--- src/sgs_pkg.sv ---
// Shared types, constants and Sobel arithmetic for the Sobel gradient stream unit.
package sgs_pkg;

  localparam int PIX_W          = 8;
  localparam int GRAD_W         = 11;
  localparam int CFG_W          = 12;
  localparam int CFG_IDX_W      = 2;
  localparam int TRI_W          = 3 * PIX_W;
  localparam int LINE_W         = 2 * PIX_W;
  localparam int RES_SLOTS      = 4;
  localparam int RES_FIFO_DEPTH = 8;

  typedef enum logic [CFG_IDX_W-1:0] {
    REG_FRAME_WIDTH  = 2'd0,
    REG_FRAME_HEIGHT = 2'd1,
    REG_DIRECTION    = 2'd2
  } cfg_reg_t;

  typedef enum logic {
    DIR_DX = 1'b0,
    DIR_DY = 1'b1
  } dir_t;

  typedef logic [PIX_W-1:0]         pix_t;
  typedef logic [TRI_W-1:0]         tri_t;
  typedef logic signed [GRAD_W-1:0] grad_t;
  typedef logic signed [GRAD_W:0]   acc_t;

  typedef struct packed {
    grad_t gradient;
    logic  row_end;
    logic  frame_end;
    logic  last_of_run;
  } res_t;

  // Position of the item held in the compute stage.
  typedef struct packed {
    logic first_col;
    logic row_end;
    logic top_row;
    logic has_older;
    logic last_row;
  } pos_t;

  function automatic pix_t tri_top(tri_t t);
    return t[3*PIX_W-1 -: PIX_W];
  endfunction

  function automatic pix_t tri_mid(tri_t t);
    return t[2*PIX_W-1 -: PIX_W];
  endfunction

  function automatic pix_t tri_bot(tri_t t);
    return t[PIX_W-1:0];
  endfunction

  // Moves a column triple up by one row and replicates the bottom pixel.
  function automatic tri_t shift_down(tri_t t);
    return {tri_mid(t), tri_bot(t), tri_bot(t)};
  endfunction

  function automatic acc_t pix_diff(pix_t a, pix_t b);
    acc_t ea;
    acc_t eb;
    ea = $signed({{(GRAD_W+1-PIX_W){1'b0}}, a});
    eb = $signed({{(GRAD_W+1-PIX_W){1'b0}}, b});
    return ea - eb;
  endfunction

  function automatic grad_t sobel_eval(tri_t l, tri_t c, tri_t r, dir_t d);
    acc_t acc;
    if (d == DIR_DX) begin
      acc = pix_diff(tri_top(r), tri_top(l)) + (pix_diff(tri_mid(r), tri_mid(l)) <<< 1) +
            pix_diff(tri_bot(r), tri_bot(l));
    end else begin
      acc = pix_diff(tri_bot(l), tri_top(l)) + (pix_diff(tri_bot(c), tri_top(c)) <<< 1) +
            pix_diff(tri_bot(r), tri_top(r));
    end
    return acc[GRAD_W-1:0];
  endfunction

endpackage

--- src/sgs_if.sv ---


interface sgs_res_if;
  import sgs_pkg::*;
  logic  valid;
  logic  ready;
  grad_t gradient;
  logic  row_end;
  logic  frame_end;
  logic  last_of_run;
  modport source(output valid, output gradient, output row_end, output frame_end,
                 output last_of_run, input ready);
  modport sink(input valid, input gradient, input row_end, input frame_end,
               input last_of_run, output ready);
endinterface

--- src/sgs_result_fifo.sv ---
// Result queue; takes up to four items at once, delivers one per ready cycle.
module sgs_result_fifo (
  input  logic                                     clk,
  input  logic                                     rst_n,
  input  logic                                     wr_en,
  input  sgs_pkg::res_t [sgs_pkg::RES_SLOTS-1:0]   wr_data,
  input  logic [sgs_pkg::RES_SLOTS-1:0]            wr_valid,
  output logic                                     room,
  sgs_res_if.source                                out
);
  import sgs_pkg::*;

  localparam int PW = $clog2(RES_FIFO_DEPTH);
  localparam int CW = $clog2(RES_FIFO_DEPTH + 1);
  localparam int NW = $clog2(RES_SLOTS + 1);

  res_t mem [RES_FIFO_DEPTH];
  logic [PW-1:0] wptr_r, wptr_nxt, rptr_r, rptr_nxt;
  logic [CW-1:0] count_r, count_nxt;
  logic [PW-1:0] slot [RES_SLOTS];
  logic [NW-1:0] n_wr;
  logic          pop;

  always_comb begin
    n_wr = '0;
    for (int k = 0; k < RES_SLOTS; k++) begin
      slot[k] = wptr_r + PW'(n_wr);
      n_wr = n_wr + NW'(wr_valid[k]);
    end
  end

  assign pop       = out.valid && out.ready;
  assign wptr_nxt  = wr_en ? wptr_r + PW'(n_wr) : wptr_r;
  assign rptr_nxt  = pop ? rptr_r + PW'(1) : rptr_r;
  assign count_nxt = count_r + (wr_en ? CW'(n_wr) : CW'(0)) - CW'(pop);
  assign room      = count_r <= CW'(RES_FIFO_DEPTH - RES_SLOTS);

  always_ff @(posedge clk) begin
    for (int k = 0; k < RES_SLOTS; k++) begin
      if (wr_en && wr_valid[k]) begin
        mem[slot[k]] <= wr_data[k];
      end
    end
  end

  always_ff @(posedge clk) begin
    if (!rst_n) begin
      wptr_r  <= '0;
      rptr_r  <= '0;
      count_r <= '0;
    end else begin
      wptr_r  <= wptr_nxt;
      rptr_r  <= rptr_nxt;
      count_r <= count_nxt;
    end
  end

  assign out.valid       = count_r != '0;
  assign out.gradient    = mem[rptr_r].gradient;
  assign out.row_end     = mem[rptr_r].row_end;
  assign out.frame_end   = mem[rptr_r].frame_end;
  assign out.last_of_run = mem[rptr_r].last_of_run;

endmodule

--- src/flat_wrapper.sv ---
// flat-port wrapper written by rule: the top's interface ports become plain ports
module sgs_result_fifo_flat import sgs_pkg::*;
  (clk, rst_n, wr_en, wr_data, wr_valid, room, out_valid, out_gradient, out_row_end, out_frame_end, out_last_of_run, out_ready);
  sgs_res_if out_i ();
  input  logic clk;
  input  logic rst_n;
  input  logic wr_en;
  input  sgs_pkg::res_t [sgs_pkg::RES_SLOTS-1:0] wr_data;
  input  logic [sgs_pkg::RES_SLOTS-1:0] wr_valid;
  output logic room;
  output wire logic [$bits(out_i.valid)-1:0] out_valid;
  output wire logic [$bits(out_i.gradient)-1:0] out_gradient;
  output wire logic [$bits(out_i.row_end)-1:0] out_row_end;
  output wire logic [$bits(out_i.frame_end)-1:0] out_frame_end;
  output wire logic [$bits(out_i.last_of_run)-1:0] out_last_of_run;
  input wire logic [$bits(out_i.ready)-1:0] out_ready;
  assign out_valid = out_i.valid;
  assign out_gradient = out_i.gradient;
  assign out_row_end = out_i.row_end;
  assign out_frame_end = out_i.frame_end;
  assign out_last_of_run = out_i.last_of_run;
  assign out_i.ready = out_ready;
  sgs_result_fifo u_core (.clk(clk), .rst_n(rst_n), .wr_en(wr_en), .wr_data(wr_data), .wr_valid(wr_valid), .room(room), .out(out_i));
endmodule
--- config.mk ---
export PLATFORM = sky130hd
export DESIGN_NAME = sgs_result_fifo_flat
export DESIGN_NICKNAME = d
export VERILOG_FILES = /design/src/sgs_pkg.sv /design/src/sgs_if.sv /design/src/sgs_result_fifo.sv /design/src/flat_wrapper.sv
export SDC_FILE = /design/constraint.sdc
export NUM_CORES = 1
export LEC_CHECK = 0
export BUFFER_PORTS_ARGS = -buffer_cell sky130_fd_sc_hd__buf_4
export CAP_MARGIN = 20
export CORE_UTILIZATION = 45
export CTS_BUF_LIST = sky130_fd_sc_hd__clkbuf_4 sky130_fd_sc_hd__clkbuf_8
export CTS_CLUSTER_DIAMETER = 100
export CTS_CLUSTER_SIZE = 30
export DETAILED_ROUTE_END_ITERATION = 16
export GPL_ROUTABILITY_DRIVEN = 0
export SLEW_MARGIN = 5
export SYNTH_ARGS = -nofsm -noshare
export SYNTH_HDL_FRONTEND = slang
export SYNTH_SLANG_ARGS = --single-unit
--- constraint.sdc ---
create_clock -name clk -period 4.2 [get_ports clk]
set_clock_uncertainty 0.05 [all_clocks]
set_input_delay 0.84 -clock clk [delete_from_list [all_inputs] [get_ports clk]]
set_output_delay 0.84 -clock clk [all_outputs]
set_load 0.01 [all_outputs]
==> impl_metrics.env, run 1 <==
export IMPL_outcome="finished clean"
export IMPL_syn_num_nets=1035
export IMPL_cts_resized=0
export IMPL_tritoncts="built"
export IMPL_final_setup_tns_ns=0
export IMPL_end_kind="flip-flop"
export IMPL_holdCritStartpoint="u_core.rptr_r[1]"
export IMPL_synth_seq_area_share_pct=39.29
export IMPL_fp_row_count=51
export IMPL_drt_iter0_markers=1284
export IMPL_grt_busiest_layer="met2"
export IMPL_antenna_found_initial=2
export IMPL_grt_pass1_wl_um=54390
export IMPL_avgRoutedWirePerCell_um=28.30
export IMPL_hold_class="reg -> reg"
export IMPL_clkTransAtPathRegs_ns=0.08
export IMPL_nFillCells=1849
export IMPL_layout_cells_most_common_list="buf_4, o21ai_0, edfxtp_1"
export IMPL_crit_arrival_ns=3.63
export IMPL_hpwl_um=25460
export IMPL_worst_pin_slew_ns=0.9293
export IMPL_port_buffers=79
export IMPL_grt_pass1_vias=8378
export IMPL_peakVddDrop_mv=0.2446
export IMPL_h_tree_depth=4
export IMPL_drive_above_1_share_pct=24.31
export IMPL_dr_pass1_iters=6
export IMPL_finalSetupViolCount=0
export IMPL_drc=0
export IMPL_critPathTopFamily="adder cells"
export IMPL_crit_chain="buf_4 > fa_1 > ha_1 > fa_1 > xor3_1 > nand3_1 > nand4_1 > buf_4"
export IMPL_syn_area_per_cell_um2=9.717
export IMPL_crit_fanout=14
export IMPL_final_common_cell="buf_4"
export IMPL_worstReg2RegStart="u_core.wptr_r[1]"
export IMPL_core_region_area_um2=19780
export IMPL_placedCellCount=1249
export IMPL_rsz0062_at_grt="false"
export IMPL_synth_cell_types=45
export IMPL_use_met1_pct=47.91
export IMPL_cts_buffer_depth=2
export IMPL_regToRegSetupSlack_ns=0.92
export IMPL_hold_viol=0
export IMPL_min_path_cells=2
export IMPL_post_cts_setup_buffers=0
export IMPL_netlist_instances=949
export IMPL_die_area_um2=21070
export IMPL_power_leakage_nw=3.786
export IMPL_crit_path_top_delay_cell="fa_1"
export IMPL_p_total_w=0.004884
export IMPL_r2r_end="u_core.mem[1][10]"
export IMPL_numClockSinks=125
export IMPL_cts_root_buf="clkbuf_8"
export IMPL_finalWirelength_um=36280
export IMPL_cts_hold_buf=0
export IMPL_synth_seq_cells=125
export IMPL_stdcell_count=1282
export IMPL_start_util_pct=46.62
export IMPL_grt_use_total_pct=35.09
export IMPL_worstRegToRegCells=7
export IMPL_gr_total_overflow=0
export IMPL_clock_latency_ns=0.46
export IMPL_critPathLaunchType="primary input"
export IMPL_grt_max_degree=41
export IMPL_slew_headroom_pct=37.96
export IMPL_vias_per_cell=6.782
export IMPL_use_met3_pct=14.31
export IMPL_critical_path_class="in -> reg"
export IMPL_required_ns=4.29
export IMPL_die_w_um=145.2
export IMPL_netlist_area_um2=9221
export IMPL_ys_flop_type="edfxtp_1"
export IMPL_io_pins=80
export IMPL_timing_final_crit_share_pct=84.43
export IMPL_syn2layout_area_growth_pct=14.99
export IMPL_period_needed_ns=3.546
export IMPL_drv_slew=0
export IMPL_postRouteAntennaNets=0
export IMPL_synth_edf_count=112
export IMPL_clock_fmax_mhz=282.0
export IMPL_grt_use_met2_pct=48.92
export IMPL_die_height_um=145.2
export IMPL_final_nets=1089
export IMPL_maxCapViolations=0
export IMPL_cts_buffers=17
export IMPL_vias=8695
export IMPL_power_density_nw_per_um2=460.6
export IMPL_synthArstFlopShare_pct=0
export IMPL_yosys_warnings=0
export IMPL_path_buf_inv=2
export IMPL_slowest_delay_ns=0.51
-- synth_stat cells (all sizes together) (3+ instances only) --
| library cell | n | area, um^2 |
|---|---|---|
| or3 | 8 | 50.05 |
| fa | 6 | 120.1 |
| a21oi | 8 | 40.04 |
| ha | 16 | 200.2 |
| nor3 | 68 | 385.4 |
| mux4 | 28 | 630.6 |
| edfxtp | 112 | 3363 |
| o2bb2ai | 56 | 490.5 |
| and2 | 9 | 56.30 |
| nand3b | 3 | 22.52 |
| o21ai | 168 | 840.8 |
| nand3 | 25 | 125.1 |
| a211oi | 112 | 885.9 |
| mux2 | 14 | 157.7 |
| xnor2 | 7 | 76.32 |
| clkbuf | 63 | 249.0 |
| inv | 16 | 60.06 |
| nand2b | 15 | 93.84 |
| nand2 | 67 | 251.5 |
| and3 | 59 | 369.1 |
| buf | 48 | 255.3 |
| nor2 | 8 | 30.03 |
| dfxtp | 13 | 260.3 |
| nor2b | 3 | 18.77 |
| xor2 | 4 | 50.05 |
-- cells by family (layout without fill, tap and decap cells) --
kind of cell,count (synthesis),after routing,share of synthesized area [%]
other cells,0,1,0
fa+ha+maj,22,22,3.474
buf+inv,127,194,6.119
mux,44,44,8.765
compound gates,347,347,24.71
simple gates,271,271,15.75
flops,125,125,39.29
xor+xnor,13,13,1.886
-- report_power, final --
group	switching [W]	total (W)	leakage [nW]	internal, W
Clock	0.000534	0.00112	0.210	0.000585
Combinational	0.00114	0.00202	2.44	0.000878
Sequential	0.000113	0.00175	1.14	0.00163
Total	0.00179	0.00488	3.79	0.00310
-- layout make-up --
type	count	area, um^2	share of cell area [%]
clock buffers	17	234.0	2.206
diodes	1	2.502	0.02360
clock inverters	15	171.4	1.617
well taps	265	331.6	3.127
repair buffers	146	1109	10.45
inverters	16	60.06	0.5664
flip-flops and latches	125	3625	34.18
multi-input cells	697	5071	47.82
-- through the flow --
stage               instance area (um^2)  worst slack (ns)  hold WS, ns  utilization [%]
detailed placement                 10200            0.2429       0.4538            51.54
CTS                                10600            0.7441       0.4600            53.59
global placement                   10200            0.3107       0.4569            51.54
finish                             10600            0.6540       0.4524            53.61
global route                       10600            0.5608       0.5179            53.59
floorplan                           9221            0.3500       0.4166                -
-- layer usage --
metal | part of all wire (%) | vias up
met1 | 40 | 4100
li1 | - | 3778
met5 | 0.028 | -
met4 | 4.0 | 2
met3 | 15 | 125
met2 | 41 | 690
-- tightest hold or removal path, stage by stage, from the launching register on --
cell and delay, ns:
dfxtp_1 0.32, nand2_1 0.05, a21boi_0 0.09
-- worst max path at each step --
stage / from / end / slack, ns / cells past startpoint
global route: wr_valid[1] / u_core.mem[1][10] / 0.56 / 10
global placement: wr_valid[0] / u_core.mem[1][5] / 0.31 / 10
detailed placement: wr_valid[0] / u_core.mem[7][1] / 0.24 / 8
CTS: wr_valid[0] / u_core.mem[1][0] / 0.74 / 10
finish: wr_valid[0] / u_core.mem[7][2] / 0.65 / 8
floorplan: wr_valid[0] / u_core.mem[0][0] / 0.35 / 7
-- registers in the layout, summed over array words and instances, names as in the netlist, named ones only --
name	count
u_core.wptr_r	3
u_core.mem	112
u_core.count_r	4
u_core.rptr_r	3
Power figures use the tool's default switching activity.
==> inputs of run 2 (changes only) <==
- clock period: 4.2 -> 3.6 ns (I/O delays scaled with it)
==> run 2 against run 1 <==
Highest routed layer is now met4. Design area is 4.8% higher. Die area did not move. Sequential power increased by 15%. Clock power rose by 12%. Worst setup slack got worse by 0.36 ns. First-iteration DRC count rose by 14%. Critical path type unchanged.
==> impl_metrics.env, run 2 (synthesis results as in run 1) <==
export IMPL_outcome="finished clean"
export IMPL_finalWirelength_um=35180
export IMPL_antenna_found_initial=0
export IMPL_die_height_um=145.2
export IMPL_grt_busiest_layer="met2"
export IMPL_dp_slack_ns=-0.07381
export IMPL_cts_hold_buf=0
export IMPL_rsz0062_at_grt="false"
export IMPL_hold_class="reg -> reg"
export IMPL_h_tree_depth=4
export IMPL_maxCapViolations=0
export IMPL_required_ns=3.83
export IMPL_final_common_cell="buf_4"
export IMPL_grt_use_total_pct=33.72
export IMPL_crit_arrival_ns=3.54
export IMPL_antenna_cells=0
export IMPL_port_buffers=79
export IMPL_post_cts_setup_buffers=0
export IMPL_die_w_um=145.2
export IMPL_numClockSinks=125
export IMPL_gr_total_overflow=0
export IMPL_finalSetupViolCount=0
export IMPL_timing_final_crit_share_pct=91.83
export IMPL_critPathLaunchType="primary input"
export IMPL_drv_slew=0
export IMPL_cts_buffers=17
export IMPL_cts_root_buf="clkbuf_8"
export IMPL_nFillCells=1779
export IMPL_critical_path_class="in -> reg"
export IMPL_die_area_um2=21070
export IMPL_grt_use_met2_pct=49.71
export IMPL_io_pins=80
export IMPL_syn2layout_area_growth_pct=20.49
export IMPL_vias_per_cell=6.579
export IMPL_largest_reg_flops=112
export IMPL_slew_headroom_pct=35.41
export IMPL_tritoncts="built"
export IMPL_start_util_pct=46.62
export IMPL_drt_iter0_markers=1470
export IMPL_worst_pin_slew_ns=0.9675
export IMPL_core_region_area_um2=19780
export IMPL_placed_cell_area_um2=10710
export IMPL_grt_max_degree=35
export IMPL_drc=0
export IMPL_hold_viol=0
export IMPL_dr_pass1_iters=7
export IMPL_cts_buffer_depth=2
export IMPL_power_density_nw_per_um2=520.0
export IMPL_drive_above_1_share_pct=27.21
export IMPL_cts_resized=0
export IMPL_grt_pass1_vias=8206
export IMPL_hpwl_um=24470
export IMPL_stdcell_area_um2=11110
export IMPL_period_needed_ns=3.306
export IMPL_fp_row_count=51
export IMPL_crit_fanout=8
export IMPL_use_met3_pct=7.296
export IMPL_layout_cells_most_common_list="buf_4, o21ai_0, edfxtp_1"
export IMPL_clock_latency_ns=0.46
export IMPL_final_nets=1124
export IMPL_postRouteAntennaNets=0
export IMPL_clkTransAtPathRegs_ns=0.10
export IMPL_avgRoutedWirePerCell_um=26.73
export IMPL_multi_input_area_um2=5091
export IMPL_clock_fmax_mhz=302.5
export IMPL_peakVddDrop_mv=0.3816
export IMPL_vias=8658
export IMPL_seqCellArea_um2=3625
export IMPL_use_met1_pct=46.31
export IMPL_end_kind="flip-flop"
export IMPL_grt_pass1_wl_um=52290
export IMPL_finalWorstSetupSlack_ns=0.2940
export IMPL_power_leakage_nw=4.024
==> run 2: power breakdown <==
group	internal (W)	switching (W)	leakage, nW
Sequential	0.00190	0.000111	1.14
Clock	0.000633	0.000614	0.193
Combinational	0.00114	0.00138	2.70
Total	0.00368	0.00210	4.02
==> run 2: per-layer routing <==
metal  vias to the layer above  part of all wire (%)
met1                      4062                    40
li1                       3852                     -
met2                       605                    43
met5                         -                     0
met3                       139                    11
met4                         0                   5.5
==> run 2: area by class of cell <==
| cell class | instances | area share [%] |
|---|---|---|
| multi-input cells | 697 | 45.82 |
| clock inverters | 13 | 1.273 |
| well taps | 265 | 2.984 |
| repair buffers | 181 | 14.52 |
| clock buffers | 19 | 2.241 |
| flip-flops and latches | 125 | 32.62 |
| inverters | 16 | 0.5405 |
==> run 2: per-stage QoR <==
stage,instances,power (W),setup TNS (ns),hold WS (ns),util (%)
5_1_grt,1316,0.006042,0,0.4924,56.17
3_5_place_dp,1283,0.004520,-1.518,0.4616,54.14
6_report,1316,0.005777,0,0.4504,56.17
3_3_place_gp,1283,0.004488,-1.053,0.4476,54.14
2_1_floorplan,949,0.003495,0,0.4166,-
4_1_cts,1315,0.005751,0,0.4498,56.11
==> run 2: final timing paths <==
kind | endpoint | depth (start not counted) | startpoint | slack, ns
worst max-delay path | u_core.mem[3][0] | 9 | wr_valid[0] | 0.29
worst min-delay path | flip-flop | 2 | u_core.rptr_r[1] | 0.45
worst max register to register | u_core.mem[1][3] | 7 | u_core.wptr_r[0] | 0.60
worst min register to register | flip-flop | 2 | u_core.rptr_r[1] | 0.45
==> run 2: worst max-delay path, cell delays in order <==
cell       delay, ns
buf_4           0.13
fa_1            0.49
ha_1            0.22
fa_1            0.46
xnor3_2         0.37
nand2_1         0.08
nor2_1          0.71
buf_12          0.22
o2bb2ai_1       0.13
